**src/hw/rtl/gac_pkg.sv**
```systemverilog
// gas alarm controller package: widths, reset values, register indexes and
// the status and result structs; the package is shared by the control, averager and top level
// no dependencies
`timescale 1ns / 1ps
`default_nettype none

package gac_pkg;

  localparam int unsigned AdcW      = 10;
  localparam int unsigned WarmW     = 12;
  localparam int unsigned BurstW    = 6;
  localparam int unsigned SumW      = 17;
  localparam int unsigned TallyW    = 7;
  localparam int unsigned CfgIdxW   = 2;
  localparam int unsigned CfgDataW  = 12;

  localparam int unsigned AverageBlockDefault = 100;

  // configuration register indexes
  localparam logic [CfgIdxW-1:0] RegAlarmThreshold = 2'd0;
  localparam logic [CfgIdxW-1:0] RegWarmupLast     = 2'd1;
  localparam logic [CfgIdxW-1:0] RegBurstToggles   = 2'd2;

  localparam logic [AdcW-1:0]   ThresholdReset  = 10'd364;
  localparam logic [WarmW-1:0]  WarmupLastReset = 12'd180;
  localparam logic [BurstW-1:0] BurstReset      = 6'd9;

  // command codes
  localparam logic CmdSample = 1'b0;
  localparam logic CmdTick   = 1'b1;

  // drive levels and flags owned by the tick controller
  typedef struct packed {
    logic buzzer;
    logic red;
    logic green;
    logic white;
    logic blue;
    logic warmed_up;
    logic alarm_active;
  } gac_status_t;

  typedef struct packed {
    gac_status_t           status;
    logic [AdcW-1:0]       average;
  } gac_result_t;

endpackage

`default_nettype wire

```
**src/hw/rtl/gac_avg.sv**
```systemverilog
// block averager for adc samples: sums a block of samples and divides by the
// block length through a constant reciprocal multiply
// depends on gac_pkg
`timescale 1ns / 1ps
`default_nettype none

module gac_avg #(
  parameter int unsigned AverageBlock = gac_pkg::AverageBlockDefault
) (
  input  wire logic                      clk_i,
  input  wire logic                      rst_ni,
  input  wire logic                      sample_i,
  input  wire logic [gac_pkg::AdcW-1:0]  code_i,
  output logic      [gac_pkg::AdcW-1:0]  average_q_o,
  output logic      [gac_pkg::AdcW-1:0]  average_d_o
);

  localparam int unsigned SumW   = gac_pkg::SumW;
  localparam int unsigned TallyW = gac_pkg::TallyW;
  localparam int unsigned AdcW   = gac_pkg::AdcW;
  // exact floor division for any SumW-bit dividend
  localparam int unsigned Shift  = SumW + $clog2(AverageBlock);
  localparam longint unsigned RecipL =
    ((64'd1 << Shift) + AverageBlock - 1) / AverageBlock;
  localparam int unsigned RecipW = SumW + 1;
  localparam logic [RecipW-1:0] Recip = RecipW'(RecipL);
  localparam logic [TallyW-1:0] BlockCnt = TallyW'(AverageBlock);
  localparam int unsigned ProdW = SumW + RecipW;

  logic [SumW-1:0]   sum_q, sum_d, sum_add;
  logic [TallyW-1:0] tally_q, tally_d, tally_add;
  logic [AdcW-1:0]   avg_q, avg_d;
  logic [ProdW-1:0]  prod;

  always_comb begin
    sum_add   = sum_q + SumW'(code_i);
    tally_add = tally_q + TallyW'(1);
    prod      = ProdW'(sum_add) * ProdW'(Recip);
    sum_d     = sum_q;
    tally_d   = tally_q;
    avg_d     = avg_q;
    if (sample_i) begin
      sum_d   = sum_add;
      tally_d = tally_add;
      if (tally_add >= BlockCnt) begin
        avg_d   = prod[Shift +: AdcW];
        sum_d   = '0;
        tally_d = '0;
      end
    end
  end

  always_ff @(posedge clk_i or negedge rst_ni) begin
    if (!rst_ni) begin
      sum_q   <= '0;
      tally_q <= '0;
      avg_q   <= '0;
    end else begin
      sum_q   <= sum_d;
      tally_q <= tally_d;
      avg_q   <= avg_d;
    end
  end

  assign average_q_o = avg_q;
  assign average_d_o = avg_d;

endmodule

`default_nettype wire

```
**src/hw/rtl/gac_ctrl.sv**
```systemverilog
// tick controller: warm-up counter, alarm decision and burst sequencing of
// the led and buzzer drive levels
// depends on gac_pkg
`timescale 1ns / 1ps
`default_nettype none

module gac_ctrl (
  input  wire logic                          clk_i,
  input  wire logic                          rst_ni,
  input  wire logic                          tick_i,
  input  wire logic                          adapter_i,
  input  wire logic [gac_pkg::AdcW-1:0]      average_i,
  input  wire logic [gac_pkg::AdcW-1:0]      threshold_i,
  input  wire logic [gac_pkg::WarmW-1:0]     warmup_last_i,
  input  wire logic [gac_pkg::BurstW-1:0]    burst_toggles_i,
  output gac_pkg::gac_status_t               status_d_o
);

  gac_pkg::gac_status_t              stat_q, stat_d;
  logic [gac_pkg::WarmW-1:0]         warm_cnt_q, warm_cnt_d;
  logic [gac_pkg::BurstW-1:0]        burst_cnt_q, burst_cnt_d, burst_next;
  logic                              do_toggle;

  always_comb begin
    stat_d      = stat_q;
    warm_cnt_d  = warm_cnt_q;
    burst_cnt_d = burst_cnt_q;
    do_toggle   = 1'b0;
    burst_next  = '0;
    if (tick_i) begin
      if (!stat_q.warmed_up) begin
        stat_d.green = ~stat_q.green;
        if (warm_cnt_q >= warmup_last_i) begin
          stat_d.warmed_up = 1'b1;
        end else begin
          warm_cnt_d = warm_cnt_q + gac_pkg::WarmW'(1);
        end
      end else if (stat_q.alarm_active) begin
        do_toggle  = 1'b1;
        burst_next = burst_cnt_q + gac_pkg::BurstW'(1);
      end else if (average_i > threshold_i) begin
        // burst starts and its first toggle lands on this tick
        stat_d.white        = 1'b0;
        stat_d.blue         = 1'b0;
        stat_d.alarm_active = 1'b1;
        do_toggle           = 1'b1;
        burst_next          = gac_pkg::BurstW'(1);
      end else begin
        stat_d.buzzer = 1'b0;
        stat_d.red    = 1'b0;
        stat_d.green  = 1'b0;
        stat_d.white  = adapter_i;
        stat_d.blue   = ~adapter_i;
      end
      if (do_toggle) begin
        stat_d.red    = ~stat_q.red;
        stat_d.buzzer = ~stat_q.buzzer;
        burst_cnt_d   = burst_next;
        if (burst_next >= burst_toggles_i) begin
          stat_d.alarm_active = 1'b0;
          burst_cnt_d         = '0;
        end
      end
    end
  end

  always_ff @(posedge clk_i or negedge rst_ni) begin
    if (!rst_ni) begin
      stat_q      <= '0;
      warm_cnt_q  <= '0;
      burst_cnt_q <= '0;
    end else begin
      stat_q      <= stat_d;
      warm_cnt_q  <= warm_cnt_d;
      burst_cnt_q <= burst_cnt_d;
    end
  end

  assign status_d_o = stat_d;

endmodule

`default_nettype wire

```
**src/hw/rtl/gas_alarm_controller_top.sv**
```systemverilog
// gas alarm controller top level: input register, configuration registers,
// result register and the averager and tick controller between them
// depends on gac_pkg, gac_avg, gac_ctrl
//
// usage: each input item is an event, an adc sample (command 0) or a
// one-second tick (command 1), with the adapter pin level. every item gives
// exactly one result item with the led and buzzer levels, the latest block
// average of the samples, and the warm-up and alarm flags after that event.
// an item accepted at one clock edge waits in the input register until the
// result slot is free, and is processed at the edge where its result is
// loaded into the output register. one item per cycle is sustained while
// out_ready_i is high; the input and output registers each hold one item, so
// on a receiver stall the block takes at most one more item, then drops in_ready_o.
// configuration writes (index 0 threshold, 1 last warm-up tick, 2 burst
// toggles) are always ready and take effect on the next processed item;
// write them only while no item is in flight. reset (rst_ni low) clears both
// valid bits and the averager and controller state and restores the register defaults.
`timescale 1ns / 1ps
`default_nettype none

module gas_alarm_controller_top #(
  parameter int unsigned AverageBlock = gac_pkg::AverageBlockDefault
) (
  input  wire logic                            clk_i,
  input  wire logic                            rst_ni,
  input  wire logic                            in_valid_i,
  output logic                                 in_ready_o,
  input  wire logic                            command_i,
  input  wire logic [gac_pkg::AdcW-1:0]        adc_sample_i,
  input  wire logic                            adapter_present_i,
  output logic                                 out_valid_o,
  input  wire logic                            out_ready_i,
  output logic                                 buzzer_on_o,
  output logic                                 red_led_o,
  output logic                                 green_led_o,
  output logic                                 white_led_o,
  output logic                                 blue_led_o,
  output logic      [gac_pkg::AdcW-1:0]        sensor_average_o,
  output logic                                 warmed_up_o,
  output logic                                 alarm_active_o,
  input  wire logic                            cfg_valid_i,
  output logic                                 cfg_ready_o,
  input  wire logic [gac_pkg::CfgIdxW-1:0]     cfg_index_i,
  input  wire logic [gac_pkg::CfgDataW-1:0]    cfg_data_i
);

  logic                              in_vld_q, in_vld_d;
  logic                              cmd_q;
  logic [gac_pkg::AdcW-1:0]          code_q;
  logic                              adapter_q;
  logic                              out_vld_q, out_vld_d;
  gac_pkg::gac_result_t              res_q;
  logic                              proc, in_accept;

  logic [gac_pkg::AdcW-1:0]          thr_q;
  logic [gac_pkg::WarmW-1:0]         warm_last_q;
  logic [gac_pkg::BurstW-1:0]        toggles_q;

  logic [gac_pkg::AdcW-1:0]          avg_cur, avg_next;
  gac_pkg::gac_status_t              stat_next;

  // item in the input register moves on when the result slot frees up
  assign proc       = in_vld_q && (!out_vld_q || out_ready_i);
  assign in_ready_o = !in_vld_q || proc;
  assign in_accept  = in_valid_i && in_ready_o;
  assign cfg_ready_o = 1'b1;

  always_comb begin
    in_vld_d = in_vld_q;
    if (in_accept) begin
      in_vld_d = 1'b1;
    end else if (proc) begin
      in_vld_d = 1'b0;
    end
    out_vld_d = out_vld_q;
    if (proc) begin
      out_vld_d = 1'b1;
    end else if (out_ready_i) begin
      out_vld_d = 1'b0;
    end
  end

  always_ff @(posedge clk_i or negedge rst_ni) begin
    if (!rst_ni) begin
      in_vld_q  <= 1'b0;
      out_vld_q <= 1'b0;
    end else begin
      in_vld_q  <= in_vld_d;
      out_vld_q <= out_vld_d;
    end
  end

  always_ff @(posedge clk_i) begin
    if (in_accept) begin
      cmd_q     <= command_i;
      code_q    <= adc_sample_i;
      adapter_q <= adapter_present_i;
    end
    if (proc) begin
      res_q.status  <= stat_next;
      res_q.average <= avg_next;
    end
  end

  always_ff @(posedge clk_i or negedge rst_ni) begin
    if (!rst_ni) begin
      thr_q       <= gac_pkg::ThresholdReset;
      warm_last_q <= gac_pkg::WarmupLastReset;
      toggles_q   <= gac_pkg::BurstReset;
    end else if (cfg_valid_i && cfg_ready_o) begin
      case (cfg_index_i)
        gac_pkg::RegAlarmThreshold: thr_q       <= cfg_data_i[gac_pkg::AdcW-1:0];
        gac_pkg::RegWarmupLast:     warm_last_q <= cfg_data_i[gac_pkg::WarmW-1:0];
        gac_pkg::RegBurstToggles:   toggles_q   <= cfg_data_i[gac_pkg::BurstW-1:0];
        default: ;
      endcase
    end
  end

  gac_avg #(
    .AverageBlock(AverageBlock)
  ) u_avg (
    .clk_i       (clk_i),
    .rst_ni      (rst_ni),
    .sample_i    (proc && (cmd_q == gac_pkg::CmdSample)),
    .code_i      (code_q),
    .average_q_o (avg_cur),
    .average_d_o (avg_next)
  );

  gac_ctrl u_ctrl (
    .clk_i           (clk_i),
    .rst_ni          (rst_ni),
    .tick_i          (proc && (cmd_q == gac_pkg::CmdTick)),
    .adapter_i       (adapter_q),
    .average_i       (avg_cur),
    .threshold_i     (thr_q),
    .warmup_last_i   (warm_last_q),
    .burst_toggles_i (toggles_q),
    .status_d_o      (stat_next)
  );

  assign out_valid_o      = out_vld_q;
  assign buzzer_on_o      = res_q.status.buzzer;
  assign red_led_o        = res_q.status.red;
  assign green_led_o      = res_q.status.green;
  assign white_led_o      = res_q.status.white;
  assign blue_led_o       = res_q.status.blue;
  assign sensor_average_o = res_q.average;
  assign warmed_up_o      = res_q.status.warmed_up;
  assign alarm_active_o   = res_q.status.alarm_active;

  // no burst before warm-up has ended
  assert property (@(posedge clk_i) disable iff (!rst_ni)
    out_vld_q && !res_q.status.warmed_up |-> !res_q.status.alarm_active)
    else $error("alarm active during warm-up");

  // white and blue stay dark for the whole burst
  assert property (@(posedge clk_i) disable iff (!rst_ni)
    out_vld_q && res_q.status.alarm_active |-> !res_q.status.white && !res_q.status.blue)
    else $error("white or blue lit during alarm burst");

  // a processed item always lands in the result register
  assert property (@(posedge clk_i) disable iff (!rst_ni)
    proc |=> out_vld_q)
    else $error("processed item lost");

  // a waiting input item keeps its contents
  assert property (@(posedge clk_i) disable iff (!rst_ni)
    in_vld_q && !proc |=> in_vld_q && $stable(cmd_q) && $stable(code_q) && $stable(adapter_q))
    else $error("held input item changed");

endmodule

`default_nettype wire
```
**config.mk**
```make
export PLATFORM = sky130hd
export DESIGN_NAME = gas_alarm_controller_top
export DESIGN_NICKNAME = d
export VERILOG_FILES = /design/src/hw/rtl/gac_pkg.sv /design/src/hw/rtl/gac_avg.sv /design/src/hw/rtl/gac_ctrl.sv /design/src/hw/rtl/gas_alarm_controller_top.sv
export SDC_FILE = /design/constraint.sdc
export NUM_CORES = 1
export LEC_CHECK = 0
export BUFFER_PORTS_ARGS = -buffer_cell sky130_fd_sc_hd__buf_2
export CORE_UTILIZATION = 55
export CTS_CLUSTER_SIZE = 14
export DETAILED_ROUTE_END_ITERATION = 10
export GPL_TIMING_DRIVEN = 0
export PLACE_DENSITY_LB_ADDON = 0.12
export SLEW_MARGIN = 20
export SYNTH_ARGS = -nofsm -noshare
export SYNTH_HDL_FRONTEND = slang
export SYNTH_SLANG_ARGS = --single-unit
```
**constraint.sdc**
```tcl
create_clock -name clk_i -period 9.5 [get_ports clk_i]
set_input_delay 1.9 -clock clk_i [delete_from_list [all_inputs] [get_ports clk_i]]
set_output_delay 1.9 -clock clk_i [all_outputs]
set_load 0.005 [all_outputs]
```
# [Yosys cells after proc, flatten, opt, wreduce, memory -nomap -nowiden]
# Index checks and enable logic that the tools add are counted.
# Widths: inputs -> output; s select.
[op_classes] n_mux=30 multipliers=1 addsub=4 div_mod_pow=0 bitwise=7 eq_ne=2 order_cmp=4 shift=0 n_reduce_logical=16
[op_table] op="$mul 17x18->34 const B" n=1
[op_table] op="$mux 6" n=4
[op_table] op="$mux 10" n=2
[op_table] op="$add 17x10->17" n=1
[op_table] op="$mux 17" n=1
[op_table] op="$mux 1" n=15
[op_table] op="$mux 7" n=2
[op_table] op="$add 12x1->12 const B" n=1
[op_table] op="$ge 12x12->1" n=1
[op_table] op="$gt 10x10->1" n=1
[op_table] op="$mux 2" n=4
[op_table] op="$reduce_and 2->1" n=4
[op_table] op="$add 7x1->7 const B" n=1
[op_table] op="$ge 7x7->1 const B" n=1
[op_table] op="$not 1->1" n=7
[op_table] op="$add 6x1->6 const B" n=1
[op_table] op="$ge 6x6->1" n=1
[op_table] op="$mux 5" n=1
[op_table] op="$logic_and 1x1->1" n=4
[op_table] op="$reduce_bool 2->1" n=2
[op_table] op="$mux 3" n=1
[op_table] op="$reduce_and 3->1" n=1
[op_table] op="$eq 2x1->1 const B" n=1
[op_table] op="$eq 2x2->1 const B" n=1
[op_table] op="other kinds (3)" n=5
[word_totals] latch_bits=0 out_inout_bits=20 register_bits=118 rom_bits=0 n_memories=0 word_cells=92 ram_bits=0

# [Longest topological paths before layout]
# Gate-level depths: netlist of run 1.
[depth] ltp_word=9 mapped_depth=31 depth_no_buf=31

# [Cells and area by module]
# From an unflattened synthesis of run 1, not the netlist that was laid out.
[unflattened] hier_cells=1049 area_unflattened_um2=11208.2
[by_module_without_submodules] mod="gac_avg" n_inst=1 seq_area_each_um2=850.8 area_per_inst_um2=7223.2 cells_per_inst=747
[by_module_without_submodules] mod="gas_alarm_controller_top" n_inst=1 seq_area_each_um2=1635.3 area_per_inst_um2=2084.5 cells_per_inst=103
[by_module_without_submodules] mod="gac_ctrl" n_inst=1 seq_area_each_um2=625.6 area_per_inst_um2=1900.6 cells_per_inst=199

# [Least setup slack after synthesis of run 1]
# No wires, ideal clock.
[synth_path] kind="register to register" from="register u_avg.sum_q[0]" to="register res_q (netlist bit sensor_average_o[9]), data pin" period_less_slack_ps=7571 t_arrival_ps=7415 setup_time_ps=155 stages_incl_launch_ff=28 slack_ps=1929 path_buffers=0 cell_sequence="dfrtp_1 ha_1 inv_1 fa_1 nor2b_1 o2111ai_1 a31oi_1 a21o_1 a21oi_1 xnor2_1 fa_1 fa_1 fa_1 fa_1 fa_1 inv_1 fa_1 inv_1 ha_1 nand4_1 nor2_1 o311ai_4 nand4_4 a31oi_4 o21ai_2 a211oi_2 xnor3_1 o21ai_1"
[synth_via] elab_chain_len=4
[synth_rtl] item="from (decl)" line="gac_avg.sv:30" source="logic [SumW-1:0] sum_q, sum_d, sum_add;"
[synth_rtl] item="from (signal assigned)" line="gac_avg.sv:59" source="sum_q <= sum_d;"
[synth_rtl] item="$add 17x10->17" line="gac_avg.sv:36" source="sum_add = sum_q + SumW'(code_i);"
[synth_rtl] item="$mul 17x18->34" line="gac_avg.sv:38" source="prod = ProdW'(sum_add) * ProdW'(Recip);"
[synth_rtl] item="$mux 10" line="gac_avg.sv:45" source="if (tally_add >= BlockCnt) begin"
[synth_rtl] item="$mux 10" line="gac_avg.sv:42" source="if (sample_i) begin"
[synth_rtl] item="net avg_next, one bit" line="gas_alarm_controller_top.sv:59" source="logic [gac_pkg::AdcW-1:0] avg_cur, avg_next;"
[synth_rtl] item="to (decl)" line="gas_alarm_controller_top.sv:52" source="gac_pkg::gac_result_t res_q;"
# The timed path passes the listed nets, and every way through them passes these cells.
# A chain may end at the register's enable or synchronous reset.

# [Worst setup path after layout of run 1]
# Same ends and word-level chain as after synthesis.

==> results of run 1 <==
worst paths after layout:
path                                         to           start  depth (start not counted)  slack [ns]
max                         sensor_average_o[9]  u_avg.sum_q[0]                         27        0.64
min                              u_avg.sum_q[7]  u_avg.sum_q[7]                          2        0.49
max reg2reg                 sensor_average_o[9]  u_avg.sum_q[0]                         27        0.64
min reg2reg                      u_avg.sum_q[7]  u_avg.sum_q[7]                          2        0.49
max in group asynchronous        warm_last_q[2]          rst_ni                          2        7.50
min in group asynchronous  u_ctrl.warm_cnt_q[4]          rst_ni                          1        1.38
cell type report:
type                            count  area (um2)
Fill cell                        1673        7300
Inverter                          244         916
Clock inverter                     13         179
Buffer                             15        60.1
Clock buffer                       19         443
Multi-Input combinational cell    697        7030
Timing Repair Buffer               50         279
Tap cell                          265         332
Sequential cell                   118        3110
kinds of logic (layout without fill, tap and decap cells):
kind of cell               Yosys count  count (layout)  share of synthesized area [%]
adders and majority gates          288             288                           39.7
and+or+nand+nor                    178             178                           7.86
muxes                               21              21                           2.12
buffers and inverters              259             341                           8.78
AOI/OAI and AO/OA                  164             164                           9.72
xor gates and xnor gates            45              45                           3.81
DFF                                118             118                           28.0
other                                1               1                         0.0338
cell usage after synthesis (7+ instances only):
| cell type | n |
|---|---|
| inv_1 | 244 |
| ha_1 | 181 |
| fa_1 | 107 |
| dfrtp_1 | 78 |
| nand2_1 | 71 |
| o21ai_0 | 47 |
| a21oi_1 | 32 |
| edfxtp_1 | 29 |
| nor2_1 | 26 |
| xnor2_1 | 25 |
| mux2_2 | 20 |
| a21o_1 | 17 |
| nor3_1 | 17 |
| xor2_1 | 17 |
| o31ai_1 | 16 |
| nand3_1 | 14 |
| clkbuf_1 | 13 |
| dfstp_2 | 11 |
| nand2b_1 | 11 |
| nand4_1 | 9 |
| o21ai_1 | 9 |
| and3_1 | 7 |
metal layers:
layer / up-vias / part of all wire, % / GRT usage, %
met5: - / 0 / 0
met4: 0 / 1.5 / 6.10
met3: 25 / 2.2 / 2.78
met2: 95 / 47 / 39.7
met1: 3691 / 49 / 34.3
li1: 3663 / - / -
flip-flops by register name, indices dropped and copies added (netlist names), 6 cells and up:
register / cells
code_q: 10
sensor_average_o: 10
thr_q: 10
toggles_q: 6
u_avg.average_q_o: 10
u_avg.sum_q: 17
u_avg.tally_q: 7
u_ctrl.burst_cnt_q: 6
u_ctrl.stat_q: 7
u_ctrl.warm_cnt_q: 12
warm_last_q: 12
worst max-delay path: stages (launching register included):
cell and delay [ns]:
dfrtp_1 0.34, ha_1 0.22, inv_1 0.07, fa_1 0.44, nor2b_1 0.19, o2111ai_1 0.15
a31oi_1 0.40, a21o_1 0.19, a21oi_1 0.13, xnor2_1 0.81, fa_1 0.62, fa_1 0.56
fa_1 0.44, fa_1 0.52, fa_1 0.60, inv_1 0.08, fa_1 0.54, inv_1 0.05
ha_1 0.27, nand4_1 0.13, nor3_1 0.42, o221ai_2 0.24, nand4_4 0.18, a31oi_4 0.12
o21ai_2 0.24, a211oi_2 0.12, xnor3_1 0.38, o21ai_1 0.21
metrics by stage:
stage / utilization [%] / area (um2)
6_report: 62.8 / 12300
5_1_grt: 62.8 / 12300
4_1_cts: 62.8 / 12300
3_5_place_dp: 59.7 / 11700
3_3_place_gp: 59.5 / 11700
2_1_floorplan: - / 11100
==> results.json, run 1 <==
{
  "status": "completed",
  "synthArstFlopShare_pct": 75.4,
  "post_cts_buffers": 0,
  "grt_start_max_net_pins": 56,
  "tns_ns": 0,
  "final_common_cell": "inv_1",
  "io_buffers": 49,
  "drtIter0Drc": 244,
  "worst_slew_pin_slew_ns": 1.07,
  "dieHeight_um": 144,
  "synthFlopType": "dfrtp_1",
  "synth_cell_types": 62,
  "gp_congestion": 0.856,
  "clock_sinks": 118,
  "clock_latency_ns": 0.41,
  "max_freq_mhz": 113,
  "yosysTopAreaCell": "ha_1",
  "grt_pass1_wl_um": 38700,
  "avgViaCountPerCell": 5.26,
  "fin_cells": 1421,
  "hp-class": "register to register",
  "gr-usage-all-layers_pct": 24.3,
  "rows": 51,
  "antenna_found_initial": 0,
  "ys_top_cells_by_area": "ha_1 (20%), fa_1 (19%), dfrtp_1 (18%)",
  "core_area_um2": 19700,
  "routedWlPerCell_um": 15.7,
  "layout_common_cells": "inv_1 (244), ha_1 (181), fa_1 (107)",
  "setup_viol": 0,
  "path_clk_slew_ns": 0.06,
  "pre_cts_ws_ns": 0.692,
  "n_antenna_cell": 0,
  "synth_area_um2": 11100,
  "netlist_instances": 1074,
  "ys_seq_area_share_pct": 28.0,
  "dp_hpwl_um": 18200,
  "cts_resized": 0,
  "cts_hold_buf": 0,
  "fin_ws_ns": 0.642,
  "slew_headroom_pct": 28.2,
  "dr.pass1.iters": 5,
  "cap_violations": 0,
  "route.vias.total": 7474,
  "place_inst": 1389,
  "io_pins": 51,
  "required_ns": 9.73,
  "cts_buffers": 17,
  "crit_type": "register to register",
  "initial_core_util_pct": 56.5,
  "synth_top_area_share_pct": 20.4,
  "syn_nets": 1393,
  "fin_crit_ns": 8.86,
  "synth_edf_count": 29,
  "synth-warning-count": 0,
  "die-area_um2": 20800,
  "slew_viol_final": 0,
  "rsz0062_at_grt": "no",
  "final_nets": 1462,
  "clockRootBuffer": "clkbuf_16",
  "cts_tree": "done",
  "die_w_um": 144,
  "drc": 0,
  "hold_viol_final": 0,
  "grt-ovfl-total": 0,
  "final_layout_size_suffix_gt1_share_pct": 10.9,
  "final_antenna_net_count": 0,
  "clk_path_buf_depth": 2,
  "crit_fanout": 6,
  "synthToLayoutAreaGrowth_pct": 11.2,
  "htree_levels": 4,
  "ys_ff_latch": 118,
  "period_share_pct": 93.2,
  "grt_pass1_vias": 7859,
  "avgSynthCellArea_um2": 10.3,
  "endpoint_kind": "register",
  "wl_um": 22300,
  "fin_hold_ws_ns": 0.490,
  "fin_worst_skew_ns": 0.00934,
  "cp.arrival_ns": 9.09,
  "cp-start-kind": "register"
}
Power of run 1 is not shown: default switching activity piles up to over one toggle a cycle in this logic, so the estimate is an artifact.
==> run 2, diff against run 1 <==
Settings changed: SYNTH_HIERARCHICAL from default to 1.
==> results.json, run 2 <==
{
  "ys_seq_area_share_pct": 27.8,
  "max_stage_delay_ns": 0.68,
  "io_pins": 51,
  "post_cts_buffers": 0,
  "busiest_layer": "met2",
  "fin_worst_skew_ns": 0.00788,
  "endpoint_kind": "register",
  "cap_violations": 0,
  "required_ns": 9.65,
  "clock_sinks": 118,
  "ys_ff_latch": 118,
  "fin_crit_ns": 8.82,
  "syn_nets": 1368,
  "drtIter0Drc": 360,
  "grt_pass1_wl_um": 37800,
  "synth_area_um2": 11200,
  "grt_pass1_vias": 7410,
  "tns_ns": 0,
  "slew_headroom_pct": 33.3,
  "io_buffers": 49,
  "holdPathStages": 1,
  "dieHeight_um": 145,
  "synth_top_area_share_pct": 20.2,
  "cts_hold_buf": 0,
  "synthToLayoutAreaGrowth_pct": 10.8,
  "final_antenna_net_count": 0,
  "synthFlopType": "dfrtp_1",
  "routedWlPerCell_um": 16.1,
  "drc": 0,
  "n_antenna_cell": 0,
  "htree_levels": 4,
  "crit_type": "register to register",
  "grt_start_max_net_pins": 75,
  "cp.arrival_ns": 8.97,
  "rr_endpoint": "sensor_average_o[6]",
  "period_share_pct": 92.9,
  "route.vias.total": 7459,
  "clockRootBuffer": "clkbuf_16",
  "hold_viol_final": 0,
  "r2r-start": "code_q[3]",
  "cp_num_buf_inv": 2,
  "hp-class": "register to register",
  "cpMostUsedCell": "fa_1",
  "rsz0062_at_grt": "no",
  "synth_edf_count": 29,
  "wl_um": 22500,
  "dp_hpwl_um": 18400,
  "max_freq_mhz": 113,
  "cp-start-kind": "register",
  "layout_common_cells": "inv_1 (238), ha_1 (181), fa_1 (107)",
  "die_w_um": 145,
  "yosysMostFrequentCell": "inv_1",
  "grt-ovfl-total": 0,
  "synth_cell_types": 75,
  "gr-usage-all-layers_pct": 24.1,
  "met1_usage_pct": 36.4,
  "avgSynthCellArea_um2": 10.7,
  "slew_viol_final": 0,
  "worst_r2r_path_depth": 26,
  "die-area_um2": 21000,
  "final_layout_size_suffix_gt1_share_pct": 13.6,
  "cts_tree": "done",
  "largest_register_ffs": 17,
  "cts_resized": 0,
  "top_register": "u_avg/sum_q",
  "setup_viol": 0,
  "synthArstFlopShare_pct": 75.4,
  "final_nets": 1437,
  "grt_util_met3_pct": 4.05,
  "crit_fanout": 5,
  "worst_slew_pin_slew_ns": 0.994,
  "reg2reg_slack_ns": 0.68,
  "ys_top_cells_by_area": "ha_1 (20%), fa_1 (19%), dfrtp_1 (17%)",
  "gp_congestion": 0.892,
  "yosysTopAreaCell": "ha_1",
  "status": "completed",
  "synthTopCellsByCount": "inv_1 (238), ha_1 (181), fa_1 (107)",
  "crit_family": "adder cells",
  "crit_path_top_delay_cell": "xnor2_1",
  "antenna_found_initial": 0,
  "min_to": "u_ctrl/warm_cnt_q[11]",
  "initial_core_util_pct": 56.8,
  "rows": 51,
  "path_clk_slew_ns": 0.06,
  "netlist_instances": 1049,
  "final_common_cell": "inv_1",
  "clock_latency_ns": 0.41,
  "cts_buffers": 17,
  "min_from": "u_ctrl/warm_cnt_q[11]",
  "reg.largest.list": "u_avg/sum_q x17, u_ctrl/warm_cnt_q x12, warm_last_q x12",
  "use_met2_pct": 36.6,
  "dr.pass1.iters": 5,
  "avgViaCountPerCell": 5.34,
  "clk_path_buf_depth": 2,
  "synth-warning-count": 6,
  "core_area_um2": 19700
}
[run 2: layer usage]
layer  up-vias  routed length (um)
li1       3635                   -
met1      3719               11700
met2        95               10200
met3        10                 591
met4         0                 117
met5         -                   0
[run 2: layout make-up]
class                      count  area (um2)
multi-input combinational    675        7120
clock inverter                14         160
sequential                   118        3110
clock buffer                  18         429
tap                          265         332
buffer                        16        95.1
inverter                     240         901
timing repair buffer          50         279
fill                        1613        7290
[run 2: worst reg2reg max path: cells and delay by family, from the launching register on]
kind | cells | cell delay [ns]
simple gates | 2 | 0.32
flops | 1 | 0.38
fa+ha+maj | 8 | 3.82
xor+xnor | 1 | 0.68
compound gates | 13 | 3.27
buf+inv | 2 | 0.10
[run 2: worst max path at each step]
stage	start	end	slack, ns	cells past startpoint
2_1_floorplan	code_q[1]	sensor_average_o[6]	1.91	26
3_3_place_gp	code_q[1]	sensor_average_o[6]	0.73	26
3_5_place_dp	code_q[3]	sensor_average_o[6]	0.71	26
4_1_cts	code_q[3]	sensor_average_o[6]	0.65	26
5_1_grt	code_q[3]	sensor_average_o[6]	0.04	26
6_report	code_q[3]	sensor_average_o[6]	0.68	26
[run 2: per-stage QoR]
stage / hold WS (ns) / setup slack [ns] / utilization, % / cell area, um2 / std cells
3_3_place_gp: 0.467 / 0.735 / 59.8 / 11800 / 1363
2_1_floorplan: 0.450 / 1.91 / - / 11200 / 1049
5_1_grt: 0.512 / 0.0401 / 63.0 / 12400 / 1396
4_1_cts: 0.487 / 0.648 / 63.0 / 12400 / 1396
6_report: 0.481 / 0.676 / 63.0 / 12400 / 1396
3_5_place_dp: 0.475 / 0.709 / 60.0 / 11800 / 1364
[run 2: kinds of logic after synthesis]
| group | Yosys count | share of synthesized area, % |
|---|---|---|
| adder cells (fa/ha/maj) | 288 | 39.3 |
| buffers and inverters | 256 | 8.89 |
| AND/OR/NAND/NOR | 162 | 7.93 |
| AO/OA/AOI/OAI | 155 | 9.94 |
| flip-flops | 118 | 27.8 |
| XOR/XNOR | 38 | 3.04 |
| multiplexers | 31 | 3.10 |
| other | 1 | 0.0335 |
Power of run 2 is left out for the same reason.
